File: config.mk
export PLATFORM = sky130hd
export DESIGN_NAME = rmeh_cordic_cell
export DESIGN_NICKNAME = d
export VERILOG_FILES = /design/src/rtl/rmeh_pkg.sv /design/src/rtl/rmeh_cordic_cell.sv
export SDC_FILE = /design/constraint.sdc
export NUM_CORES = 1
export LEC_CHECK = 0
export CORE_MARGIN = 2
export CORE_UTILIZATION = 50
export DETAILED_ROUTE_END_ITERATION = 10
export DONT_BUFFER_PORTS = 1
export GPL_ROUTABILITY_DRIVEN = 0
export GPL_TIMING_DRIVEN = 0
export PLACE_DENSITY = 0.65
export SLEW_MARGIN = 10
export SYNTH_ARGS = -nofsm -noshare
export SYNTH_HDL_FRONTEND = slang
export SYNTH_SLANG_ARGS = --single-unit
File: constraint.sdc
create_clock -name clk -period 7.7 [get_ports clk]
set_input_delay 1.155 -clock clk [delete_from_list [all_inputs] [get_ports clk]]
set_output_delay 1.155 -clock clk [all_outputs]
set_load 0.02 [all_outputs]
File: src/rtl/rmeh_pkg.sv
// Shared package for the rotation matrix to heading/pitch/roll unit.
// Holds the datapath widths, status and register codes, pipeline side-band
// structs and the CORDIC arctangent table. Depends on nothing.
package rmeh_pkg;

    localparam int ELEM_BITS         = 24;
    localparam int FRAC_BITS         = ELEM_BITS - 4;
    localparam int ANGLE_BITS        = 16;
    localparam int CORDIC_STAGES_DEF = 18;
    localparam int EPS_BITS          = 16;
    localparam int EPS_RESET         = 168;
    localparam int PADDR_BITS        = 3;
    localparam int PDATA_BITS        = 32;

    // Radicands are 56 bits wide, so each square root takes 28 steps.
    localparam int SQ_W       = 56;
    localparam int ROOT_STEPS = SQ_W / 2;
    localparam int S_W        = 28;
    localparam int C_W        = 25;
    localparam int X24_W      = 26;
    localparam int DEN_W      = S_W + C_W;
    localparam int REM_W      = DEN_W + 1;
    localparam int DIV_STEPS  = 26;
    localparam int QUO_W      = DIV_STEPS;
    localparam int RAT_W      = 26;
    localparam int CX_W       = 28;
    localparam int Z_W        = 32;
    localparam int LANES      = 6;
    localparam int ANG_LANES  = 3;
    localparam int NORM_SHIFT = 27;
    localparam int VERT_SHIFT = 3;

    localparam int L_SH  = 0;
    localparam int L_CH  = 1;
    localparam int L_SR  = 2;
    localparam int L_CR  = 3;
    localparam int L_CRV = 4;
    localparam int L_SRV = 5;

    localparam int A_HEAD  = 0;
    localparam int A_PITCH = 1;
    localparam int A_ROLL  = 2;

    typedef enum logic [1:0] {
        STAT_NORMAL = 2'd0,
        STAT_BAD    = 2'd1,
        STAT_VERT   = 2'd2
    } status_t;

    typedef enum logic {
        REG_SCALE_EPS = 1'b0,
        REG_VERT_EPS  = 1'b1
    } reg_idx_t;

    typedef struct packed {
        logic signed [X24_W-1:0]            x24;
        logic [LANES-1:0]                   neg;
        logic [LANES-1:0][ELEM_BITS-1:0]    mag;
    } sq_side_t;

    typedef struct packed {
        logic signed [X24_W-1:0] x24;
        logic [C_W-1:0]          cp24;
        logic                    bad;
        logic                    vert0;
        logic [LANES-1:0]        neg;
    } dv_side_t;

    typedef struct packed {
        logic                   bad;
        status_t                status;
        logic                   head_on;
        logic [ANG_LANES-1:0]   zero;
    } cr_side_t;

    // Arctangent of 2^-i in units of 2^-32 of a full turn.
    function automatic logic [Z_W-1:0] atan_turn(input logic [4:0] idx);
        logic [Z_W-1:0] a;
        case (idx)
            5'd0:    a = 32'd536870912;
            5'd1:    a = 32'd316933406;
            5'd2:    a = 32'd167458907;
            5'd3:    a = 32'd85004756;
            5'd4:    a = 32'd42667331;
            5'd5:    a = 32'd21354465;
            5'd6:    a = 32'd10679838;
            5'd7:    a = 32'd5340245;
            5'd8:    a = 32'd2670163;
            5'd9:    a = 32'd1335087;
            5'd10:   a = 32'd667544;
            5'd11:   a = 32'd333772;
            5'd12:   a = 32'd166886;
            5'd13:   a = 32'd83443;
            5'd14:   a = 32'd41722;
            5'd15:   a = 32'd20861;
            5'd16:   a = 32'd10430;
            5'd17:   a = 32'd5215;
            5'd18:   a = 32'd2608;
            5'd19:   a = 32'd1304;
            5'd20:   a = 32'd652;
            5'd21:   a = 32'd326;
            5'd22:   a = 32'd163;
            5'd23:   a = 32'd81;
            5'd24:   a = 32'd41;
            5'd25:   a = 32'd20;
            5'd26:   a = 32'd10;
            5'd27:   a = 32'd5;
            5'd28:   a = 32'd3;
            5'd29:   a = 32'd1;
            5'd30:   a = 32'd1;
            default: a = 32'd0;
        endcase
        return a;
    endfunction

endpackage

File: src/rtl/rmeh_cordic_cell.sv
// One vectoring CORDIC micro-rotation with its arctangent accumulation.
// Depends on rmeh_pkg for widths and the arctangent table.
module rmeh_cordic_cell #(
    parameter int STEP = 0
) (
    input  logic                             clk,
    input  logic                             en,
    input  logic signed [rmeh_pkg::CX_W-1:0] x_in,
    input  logic signed [rmeh_pkg::CX_W-1:0] y_in,
    input  logic [rmeh_pkg::Z_W-1:0]         z_in,
    output logic signed [rmeh_pkg::CX_W-1:0] x_out,
    output logic signed [rmeh_pkg::CX_W-1:0] y_out,
    output logic [rmeh_pkg::Z_W-1:0]         z_out
);
    localparam int XW = rmeh_pkg::CX_W;
    localparam int ZW = rmeh_pkg::Z_W;
    localparam logic [ZW-1:0] ANG = rmeh_pkg::atan_turn(5'(STEP));

    logic signed [XW-1:0] dx;
    logic signed [XW-1:0] dy;
    logic signed [XW-1:0] x_reg;
    logic signed [XW-1:0] y_reg;
    logic [ZW-1:0]        z_reg;

    assign dx = x_in >>> STEP;
    assign dy = y_in >>> STEP;

    always_ff @(posedge clk)
    begin
        if (en)
        begin
            if (!y_in[XW-1])
            begin
                x_reg <= x_in + dy;
                y_reg <= y_in - dx;
                z_reg <= z_in + ANG;
            end
            else
            begin
                x_reg <= x_in - dy;
                y_reg <= y_in + dx;
                z_reg <= z_in - ANG;
            end
        end
    end

    assign x_out = x_reg;
    assign y_out = y_reg;
    assign z_out = z_reg;
endmodule

==> Yosys cells after proc, flatten, opt, wreduce, memory -nomap -nowiden <==
Cells that the tools add are included.
{ "totals": {"reg_bits": 88, "latchBits": 0, "mem_bits_rw": 0, "mem_bits_ro": 0, "input_bits": 90, "n_memories": 0} }
{ "op_classes": {"addsub": 5, "multipliers": 0, "div_mod_pow": 0, "n_lt_le_gt_ge": 0, "n_eq_ne": 0, "shifts": 0, "n_mux": 3, "bitwise_logic": 0, "reduce_logical": 0} }
{ "op_table": {"columns": ["op", "n"], "rows": [
  ["two-way mux 28 bit", 2],
  ["subtractor 28 bit", 2],
  ["adder 32 x 30 -> 32 bit (second input constant)", 1],
  ["two-way mux 32 bit", 1],
  ["subtractor 32 x 30 -> 32 bit (second input constant)", 1],
  ["adder 28 bit", 1]
]} }

==> Logic depth before layout (Yosys ltp) <==
Gate-level depths: netlist of the first run.
{ "depth": {"depth_word": 2, "ltp_mapped": 12} }

==> Worst setup path before layout of the first run <==
No wires, ideal clock.
{ "synth_path": {"path_type": "in2reg", "from": "input y_in[0] in the netlist's numbering", "to": "register y_reg[26], in the netlist y_out[26] (data pin)", "arrival_ps": 3237, "slack_ps": 4197, "stages": 12, "n_path_buf": 0, "cell_sequence": "inv_1 -> ha_1 -> fa_1 -> nand2b_1 -> a21oi_1 -> o2111ai_1 -> nand2_1 -> a31o_1 -> a31oi_1 -> or3_1 -> a221oi_2 -> xor2_1"} }
{ "synth_between": {"elab_chain_cells": 2, "word_cells_on_any_way": 3, "classes_between": "2 x add/sub; 1 x mux"} }
{ "synth_lines": {"columns": ["item", "line_no", "text"], "rows": [
  ["from (decl)", "rmeh_cordic_cell.sv:9", "input logic signed [rmeh_pkg::CX_W-1:0] y_in,"],
  ["subtractor 28 bit / adder 28 bit (equally long branches)", "rmeh_cordic_cell.sv:35, rmeh_cordic_cell.sv:41", null],
  ["two-way mux 28 bit (*)", "rmeh_cordic_cell.sv:32", "if (!y_in[XW-1])"],
  ["to (signal assigned)", "rmeh_cordic_cell.sv:35", "y_reg <= y_in - dx;"],
  ["to (signal assigned)", "rmeh_cordic_cell.sv:41", "y_reg <= y_in + dx;"],
  ["to (decl)", "rmeh_cordic_cell.sv:22", "logic signed [XW-1:0] y_reg;"]
]} }
Mark *: on every way between the ends. The rest lies on a longest branch, timed or not.
A chain may end at the register's enable or synchronous reset.

==> Worst setup path in the final report of the first run <==
Same ends and word-level chain as after synthesis.

==> results of run 1 <==
-- critical path, delay by kind of cell --
family,cells,cell delay [ns]
buf+inv,1,0.03
xor+xnor,1,0.10
fa+ha+maj,2,0.59
simple gates,3,0.74
compound gates,5,1.17
-- cell usage after synthesis (7+ instances only) --
master,instances,area share
a211oi_1,11,0.011
nand2b_1,10,0.0085
a21oi_1,89,0.061
xnor2_1,47,0.056
nand2_1,38,0.019
buf_2,10,0.0068
a21o_1,12,0.012
xor2_1,7,0.0083
mux2i_1,12,0.016
o211ai_1,7,0.0072
nand3_1,13,0.0089
inv_1,87,0.044
nor2_1,58,0.030
nor3_1,9,0.0061
o31ai_1,9,0.0092
edfxtp_1,87,0.36
nor2b_1,12,0.010
o21ai_1,17,0.012
clkbuf_1,12,0.0061
ha_1,88,0.15
o21ai_0,32,0.022
o21bai_1,14,0.014
nand4_1,9,0.0077
buf_1,7,0.0036
-- layer usage --
layer	share of wire	vias to the layer above	track usage
li1	-	2840	-
met2	0.46	381	0.4175
met3	0.11	47	0.07360
met1	0.40	2832	0.3292
met4	0.029	0	0.09477
met5	0	-	0
-- final cells by class --
type                            count  area (sq um)
Fill cell                        1264          6561
Antenna cell                        3         7.507
Inverter                           92         345.3
Multi-Input combinational cell    579          4209
Clock buffer                       10         229.0
Buffer                             36         177.7
Sequential cell                    87          2613
Tap cell                          184         230.2
Clock inverter                      6         51.30
-- worst max path at each step --
stage / start / endpoint
floorplan: y_in[0] / y_out[26]$_DFFE_PP_
global placement: x_in[6] / x_out[21]$_DFFE_PP_
detailed placement: x_in[6] / x_out[21]$_DFFE_PP_
CTS: x_in[6] / x_out[21]$_DFFE_PP_
global route: x_in[6] / x_out[21]$_DFFE_PP_
finish: y_in[0] / y_out[26]$_DFFE_PP_
-- power by group through the flow --
| stage | Sequential (mW) | Clock (mW) | Combinational [mW] |
|---|---|---|---|
| floorplan | 0.722 | 0 | 0.302 |
| global placement | 0.735 | 0 | 0.395 |
| detailed placement | 0.736 | 0 | 0.400 |
| CTS | 0.726 | 0.427 | 0.403 |
| global route | 0.729 | 0.447 | 0.449 |
| finish | 0.724 | 0.416 | 0.411 |
-- through the flow --
step	total power [mW]	area (sq um)	hold slack, ns	util
floorplan	1.024	7345	1.254	-
global placement	1.130	7575	1.254	0.5252
detailed placement	1.136	7575	1.254	0.5252
CTS	1.557	7855	0.8868	0.5446
global route	1.625	7858	0.8833	0.5448
finish	1.552	7863	0.9003	0.5451
-- registers in the layout (all words and copies together) (netlist names) --
| signal | count |
|---|---|
| x_out | 27 |
| y_out | 28 |
| z_out | 32 |
-- cells by family (layout without fill, tap and decap cells) --
family,count (synthesis),in the layout,synth area share
AOI/OAI and AO/OA,242,242,0.2107
and+or+nand+nor,178,178,0.1193
buffers and inverters,128,144,0.07121
adders and majority gates,92,92,0.1608
DFF,87,87,0.3557
xor gates and xnor gates,54,54,0.06439
muxes,13,13,0.01789
other,0,3,0
==> summary.md, run 1 <==
| Metric | Value |
|---|---|
| I/O pin cnt | 178 |
| FF+latch count, synth | 87 |
| CTS tree | built |
| Core Box Area | 14420 sq um |
| Register area share after synthesis | 0.3557 |
| Share of power burned in registers | 0.467 |
| Psw | 0.5584 mW |
| Nets@finish | 987 |
| DPL Wire Length | 16250 um |
| Total Wirelength | 20790 um |
| Crit share post-route | 0.4792 |
| Initial core utilization | 0.5092 |
| Slowest-stage cell, CP | fa_1 |
| Area of the die | 15680 sq um |
| Reg clk slew, reported paths | 0.07 ns |
| Die X | 125.2 um |
| Total gr overflow | 0 |
| Drt first pass iters | 5 |
| Syn Inst Count | 794 |
| Yosys warns | 0 |
| Inst Count DP | 978 |
| Setup Buffers After CTS | 0 |
| Top FF cell, synth | edfxtp_1 |
| Vias in the first global route | 5888 |
| Crit path capture type | flip-flop |
| Final Critical Period | 3.690 ns |
| DIE HEIGHT | 125.2 um |
| CTS Buf Count | 9 |
| Clk buf depth | 2 |
| Startpoint types | primary input |
| Synth Cell Area | 7345 sq um |
| Leakage | 3.275 nW |
| Crit path kind | in -> reg |
| Hold Path Depth | 0 |
| H-tree depth | 3 |
| Syn Nets | 976 |
| Cells resized by post-CTS repair | 0 |
| Iter 0 DRT Violations | 789 |
| Largest net degree at the start of global routing | 88 |
| Fin. max-slew vios | 0 |
| Final setup vio count | 0 |
| Pre-CTS worst setup slack | 3.653 ns |
| Int Power | 0.9932 mW |
| Sw frac | 0.3599 |
| Max Clock Freq | 271.0 MHz |
| Site Rows | 44 |
| Comb pwr share | 0.265 |
| Max IR drop VDD | 0.1037 mV |
| Final Non-Filler Cells | 997 |
| CP Cell Sequence | inv_1 -> ha_1 -> fa_1 -> nand2b_1 -> a21oi_1 -> o2111ai_1 -> nand2_1 -> a31o_1 -> a31oi_1 -> or3_1 -> a221oi_2 -> xor2_1 |
| Worst setup margin | 4.010 ns |
| # hold bufs at CTS | 0 |
| Port Buffers | 0 |
| Worst EP required | 7.80 ns |
| PD cells | 197.3 nW/um^2 |
| Relative slew slack | 0.3382 |
| Most frequent cells in the layout | a21oi_1 (89), ha_1 (88), inv_1 (87), edfxtp_1 (87), nor2_1 (58) |
| Setup tns final | 0 ns |
| Tightest Pin Transition | 0.9927 ns |
| CP peak stage delay | 0.39 ns |
| First-pass GRT wire length | 31790 um |
| All-layer global routing usage | 0.2575 |
| Most common cell after layout, fill and taps aside | a21oi_1 |
| Post-route ant nets | 0 |
| Crit path max fanout | 3 |
| DRC | 0 |
| Synth async-reset ratio | 0 |
| WHS Endpoint | z_out[26]$_DFFE_PP_ |
| Crit path DAT | 3.79 ns |
| Hold Startpoint | z_in[26] |
| Via count | 6100 |
| Initial antenna violation count | 3 |
| Routed vias/inst | 6.118 |
| Share of layout cells above drive strength 1 | 0.06420 |
| Final Hold Fails | 0 |
| Status | completed |
| Clock Sinks | 87 |
| Number of synthesized flops with an enable pin | 87 |
| Min-Delay Path Class | in -> reg |
| Area grow syn2layout | 7.053% |
| Max-cap violations | 0 |
| Yosys cell types | 69 |
| Clock share of power | 0.268 |
| Synthesized area per cell | 9.250 sq um |
| WL/cell | 20.86 um |
| RSZ-0062 raised after global routing | false |
| Clock root buffer | clkbuf_16 |
No activity file was read; power rests on OpenSTA's default activity.
==> run 2: changes to the inputs <==
--- a/config.mk
+++ b/config.mk
@@ -11,7 +11,7 @@
 export DONT_BUFFER_PORTS = 1
 export GPL_ROUTABILITY_DRIVEN = 0
 export GPL_TIMING_DRIVEN = 0
-export PLACE_DENSITY = 0.65
+export PLACE_DENSITY = 0.68
 export SLEW_MARGIN = 10
 export SYNTH_ARGS = -nofsm -noshare
 export SYNTH_HDL_FRONTEND = slang
==> constraint.sdc (replaced) <==
create_clock -name clk -period 3.1 [get_ports clk]
set_input_delay 0.465 -clock clk [delete_from_list [all_inputs] [get_ports clk]]
set_output_delay 0.465 -clock clk [all_outputs]
set_load 0.02 [all_outputs]
==> run 2 against run 1 <==
Non-clock buffer count unchanged; routed wire length increased by 0.55%; cell count decreased by 0.30%; first-iteration DRC count decreased by 12%; sequential power increased by 150%; largest power group unchanged; largest cell class unchanged; power increased by 150%; global-route usage increased by 0.57 points; utilization about the same; critical path depth unchanged; clock power increased to 2.5 times the previous value; flip-flop and latch count unchanged.
==> summary.md, run 2 (synthesis gave the netlist of run 1 again) <==
| Metric | Value |
|---|---|
| Final Critical Period | 3.027 ns |
| Setup Buffers After CTS | 0 (unchanged) |
| Clock root buffer | clkbuf_16 |
| Iter 0 DRT Violations | 691 (-12%) |
| Nets@finish | 987 (unchanged) |
| Psw | 1.390 mW (+150%) |
| Tightest Pin Transition | 1.053 ns (+0.06042 ns) |
| Vias in the first global route | 6112 (+3.8%) |
| Sw frac | 0.3606 (+0.0007273) |
| I/O pin cnt | 178 (unchanged) |
| Worst EP required | 3.17 ns (-4.63 ns) |
| ANT cells | 0 (-3) |
| Largest net degree at the start of global routing | 88 (unchanged) |
| Min-Delay Path Class | in -> reg |
| Total Power | 3.856 mW (+150%) |
| Die X | 125.2 um (unchanged) |
| FF/Latch Area | 2613 sq um (unchanged) |
| Fin. max-slew vios | 0 (unchanged) |
| CP peak stage delay | 0.64 ns (+0.25 ns) |
| Crit path kind | in -> reg |
| Port Buffers | 0 (unchanged) |
| Via count | 6214 (+1.9%) |
| DPL Wire Length | 16270 um (about the same) |
| # hold bufs at CTS | 0 (unchanged) |
| CTS tree | built |
| Int Power | 2.465 mW (+150%) |
| Site Rows | 44 (unchanged) |
| DIE HEIGHT | 125.2 um (unchanged) |
| CTS Buf Count | 9 (unchanged) |
| Max reg flops | 32 (unchanged) |
| DRC | 0 (unchanged) |
| Final setup vio count | 0 (unchanged) |
| Share of layout cells above drive strength 1 | 0.06543 (+0.001235) |
| Multi-input logic area | 4213 sq um (about the same) |
| Area of the die | 15680 sq um (unchanged) |
| Share of power burned in registers | 0.467 (about the same) |
| Hold Path Depth | 0 (unchanged) |
| Crit path max fanout | 10 (+7) |
| Startpoint types | primary input |
| Reg clk slew, reported paths | 0.06 ns (about the same) |
| Initial antenna violation count | 0 (-3) |
| Final core utilization | 0.5448 (about the same) |
| Total gr overflow | 0 (unchanged) |
| WL/cell | 21.04 um (+0.86%) |
| Cells resized by post-CTS repair | 0 (unchanged) |
| Area grow syn2layout | 6.985% (about the same) |
| CP Cell Sequence | inv_1 -> ha_1 -> buf_4 -> nor2b_1 -> nor4_1 -> a211oi_1 -> nand3_1 -> and3_1 -> o221ai_1 -> nand2_1 -> o311ai_1 -> xnor2_1 |
| First-pass GRT wire length | 32800 um (+3.2%) |
| Relative slew slack | 0.2979 (-0.04028) |
| Max-cap violations | 0 (unchanged) |
| Status | completed |
| Routed vias/inst | 6.252 (+2.2%) |
| Total Wirelength | 20910 um (+0.55%) |
| PD cells | 490.7 nW/um^2 (+150%) |
| Post-route ant nets | 0 (unchanged) |
| Crit path DAT | 3.10 ns (-0.69 ns) |
| Max IR drop VDD | 0.2640 mV (+150%) |
| Crit share post-route | 0.9764 |
| Slowest-stage cell, CP | a211oi_1 |
| Clock Sinks | 87 (unchanged) |
| Max Clock Freq | 330.4 MHz |
| Clk buf depth | 2 (unchanged) |
| Clock share of power | 0.269 (about the same) |
| Core Box Area | 14420 sq um (unchanged) |
| All-layer global routing usage | 0.2632 (+0.005716) |
| Comb pwr share | 0.264 (about the same) |
| Initial core utilization | 0.5092 (unchanged) |
| Drt first pass iters | 5 (unchanged) |
| H-tree depth | 3 (unchanged) |
| RSZ-0062 raised after global routing | false |
| Most frequent cells in the layout | a21oi_1 (88), ha_1 (88), inv_1 (87), edfxtp_1 (87), nor2_1 (58) |
| Fillcell total | 1321 (+4.5%) |
| Final Hold Fails | 0 (unchanged) |
| Crit path capture type | flip-flop |
| Leakage | 3.276 nW (about the same) |
==> run 2: metal layers <==
metal	wire length [um]	global-route usage
met4	561	0.08954
met2	9798	0.4348
met3	2239	0.07702
met5	0	0
met1	8308	0.3315
==> run 2: area by class of cell <==
cell class | count | area share
buffer | 36 | 0.02261
clock buffer | 9 | 0.02866
clock inverter | 7 | 0.006847
inverter | 92 | 0.04395
multi-input combinational | 579 | 0.5361
sequential | 87 | 0.3325
tap | 184 | 0.02930
==> run 2: power by group through the flow <==
stage	clock (mW)	sequential, mW	combinational (mW)
3_3_place_gp	0	1.83	0.974
5_1_grt	1.11	1.81	1.11
2_1_floorplan	0	1.79	0.751
4_1_cts	1.05	1.80	0.996
3_5_place_dp	0	1.83	0.985
6_report	1.04	1.80	1.02
==> run 2: critical path: cells and delay by family <==
family	cells	cell delay, ns
and+or+nand+nor	5	0.94
xor gates and xnor gates	1	0.15
AOI/OAI and AO/OA	3	1.02
buffers and inverters	2	0.20
adders and majority gates	1	0.31
==> run 2: metrics by stage <==
step | instances | setup WS [ns] | setup TNS (ns) | cell area (sq um) | hold slack [ns]
final | 994 | 0.07306 | 0 | 7858 | 0.2125
after global routing | 994 | 0.0008495 | 0 | 7858 | 0.1972
after CTS | 994 | 0.1345 | 0 | 7854 | 0.2044
after detailed placement | 978 | -0.2219 | -0.9810 | 7575 | 0.5639
after global placement | 978 | -0.1410 | -0.6998 | 7575 | 0.5639
after floorplan | 794 | 0.2867 | 0 | 7345 | 0.5639
==> run 2: worst paths after layout <==
check / startpoint / endpoint
worst max-delay path: x_in[6] / x_out[25]$_DFFE_PP_
worst min-delay path: z_in[7] / z_out[7]$_DFFE_PP_
==> run 3: changes to the inputs <==
--- a/config.mk
+++ b/config.mk
@@ -6,12 +6,12 @@
 export NUM_CORES = 1
 export LEC_CHECK = 0
 export CORE_MARGIN = 2
-export CORE_UTILIZATION = 50
+export CORE_UTILIZATION = 40
 export DETAILED_ROUTE_END_ITERATION = 10
 export DONT_BUFFER_PORTS = 1
 export GPL_ROUTABILITY_DRIVEN = 0
 export GPL_TIMING_DRIVEN = 0
-export PLACE_DENSITY = 0.68
+export PLACE_DENSITY = 0.56
 export SLEW_MARGIN = 10
 export SYNTH_ARGS = -nofsm -noshare
 export SYNTH_HDL_FRONTEND = slang
==> run 3 against run 2 <==
Via count fell by 1.4%; sequential power is essentially flat; die area grew 24%; global-route usage decreased by 4.5 points; worst hold slack worse by 0.0027 ns; non-clock buffer count did not move.
==> summary.md, run 3 (synthesis gave the netlist of run 1 again) <==
| Metric | Value |
|---|---|
| Crit share post-route | 0.9641 (-0.01237) |
| First-pass GRT wire length | 33450 um (+2.0%) |
| Total gr overflow | 0 (unchanged) |
| Share of power burned in registers | 0.462 (-0.005) |
| Final Non-Filler Cells | 1038 (+4.4%) |
| Comb pwr share | 0.263 (about the same) |
| Int Power | 2.465 mW (about the same) |
| Status | completed |
| Clk buf depth | 2 (unchanged) |
| Port Buffers | 0 (unchanged) |
| Crit path kind | in -> reg |
| PD cells | 491.5 nW/um^2 (+0.16%) |
| Die X | 139.5 um (+11%) |
| Largest net degree at the start of global routing | 88 (unchanged) |
| Clock share of power | 0.275 (+0.006) |
| All-layer global routing usage | 0.2186 (-0.04459) |
| Total Wirelength | 21920 um (+4.8%) |
| Final setup vio count | 0 (unchanged) |
| Tightest Pin Transition | 1.040 ns (-0.01281 ns) |
| # hold bufs at CTS | 0 (unchanged) |
| Fillcell total | 1752 (+33%) |
| Inst Count DP | 1023 (+4.6%) |
| DRC | 0 (unchanged) |
| Clock root buffer | clkbuf_16 |
| Core Box Area | 17960 sq um (+25%) |
| WL/cell | 21.12 um (+0.39%) |
| Max-cap violations | 0 (unchanged) |
| Crit path capture type | flip-flop |
| Max IR drop VDD | 0.3278 mV (+24%) |
| Reg clk slew, reported paths | 0.06 ns (about the same) |
| Area of the die | 19460 sq um (+24%) |
| Crit path DAT | 3.09 ns (about the same) |
| Initial core utilization | 0.4089 (-0.1003) |
| CTS Buf Count | 9 (unchanged) |
| Post-route ant nets | 0 (unchanged) |
| DIE HEIGHT | 139.5 um (+11%) |
| Area grow syn2layout | 7.802% |
| Final Hold Fails | 0 (unchanged) |
| Via count | 6127 (-1.4%) |
| Fin. max-slew vios | 0 (unchanged) |
| Max reg flops | 32 (unchanged) |
| Share of layout cells above drive strength 1 | 0.06675 (+0.001317) |
| Relative slew slack | 0.3064 (+0.008540) |
| Initial antenna violation count | 0 (unchanged) |
| Max Clock Freq | 334.6 MHz (+1.3%) |
| Final Critical Period | 2.989 ns (-0.03836 ns) |
| Leakage | 3.272 nW (-0.15%) |
| Psw | 1.426 mW (+2.6%) |
| ANT cells | 0 (unchanged) |
| Worst EP required | 3.20 ns (+0.03 ns) |
| Drt first pass iters | 6 (+1) |
| Sw frac | 0.3666 (+0.005974) |
| RSZ-0062 raised after global routing | false |
| Iter 0 DRT Violations | 529 (-23%) |
| Site Rows | 49 (+11%) |
| CTS tree | built |
| Routed vias/inst | 5.903 (-5.6%) |
| Cells resized by post-CTS repair | 0 (unchanged) |
| Vias in the first global route | 6058 (-0.88%) |
| Startpoint types | primary input |
| Clock Sinks | 87 (unchanged) |
| Min-Delay Path Class | in -> reg |
| H-tree depth | 3 (unchanged) |
| Setup Buffers After CTS | 0 (unchanged) |
| Nets@finish | 987 (unchanged) |
| Hold_ws | 0.2098 ns (-0.002703 ns) |
| I/O pin cnt | 178 (unchanged) |
| DPL Wire Length | 17080 um (+5.0%) |
| Setup tns final | 0 ns (unchanged) |
| Most frequent cells in the layout | a21oi_1 (88), ha_1 (88), inv_1 (87), edfxtp_1 (87), nor2_1 (58) |
| Crit path max fanout | 10 (unchanged) |
-- run 3: cell types whose count changed in the layout (fill, tap and decap cells not counted) --
cell | previous run | this run
clkinvlp_4 | 1 | 2
clkinv_2 | 1 | 0
a211oi_2 | 1 | 2
clkinv_1 | 1 | 0
a211oi_1 | 11 | 10
-- run 3: area by class of cell --
cell class                 count  area [sq um]  area share
buffer                        36         177.7     0.02244
inverter                      92         345.3     0.04362
sequential                    87          2613      0.3300
clock buffer                   9         225.2     0.02845
clock inverter                 6         52.55    0.006637
multi-input combinational    579          4218      0.5327
tap                          229         286.5     0.03619
-- run 3: power by group through the flow --
stage               Clock [mW]  Sequential, mW  Combinational, mW
global placement             0            1.83              0.988
global route              1.14            1.81               1.12
CTS                       1.10            1.80               1.01
detailed placement           0            1.83              0.997
floorplan                    0            1.79              0.751
finish                    1.07            1.80               1.02
-- run 3: final timing paths --
kind,startpoint,end,slack (ns),cells past startpoint
hold / removal,z_in[22],z_out[22]$_DFFE_PP_,0.21,0
setup / recovery,x_in[2],y_out[27]$_DFFE_PP_,0.11,11
-- run 3: worst max-delay path: stages --
cell	delay, ns
inv_1	0.02
ha_1	0.27
buf_4	0.17
and3_4	0.20
o2bb2ai_1	0.19
o31ai_1	0.56
o41a_1	0.36
a41oi_1	0.25
a221oi_1	0.32
o21ai_1	0.12
xnor2_1	0.16
-- run 3: metrics by stage --
step	util	instance area (sq um)	setup WS [ns]	total power, mW
after floorplan	-	7345	0.2867	2.544
after global placement	0.4248	7631	-0.1878	2.815
after detailed placement	0.4248	7631	-0.2604	2.826
after CTS	0.4403	7909	0.1079	3.910
after global routing	0.4408	7918	0.01536	4.073
final	0.4408	7918	0.1114	3.891
-- run 3: per-layer routing --
layer / vias up / global-route usage / part of all wire
met2: 363 / 0.3617 / 0.46
met3: 47 / 0.04646 / 0.095
met1: 2889 / 0.2811 / 0.41
li1: 2828 / - / -
met4: 0 / 0.08347 / 0.028
met5: - / 0 / 0
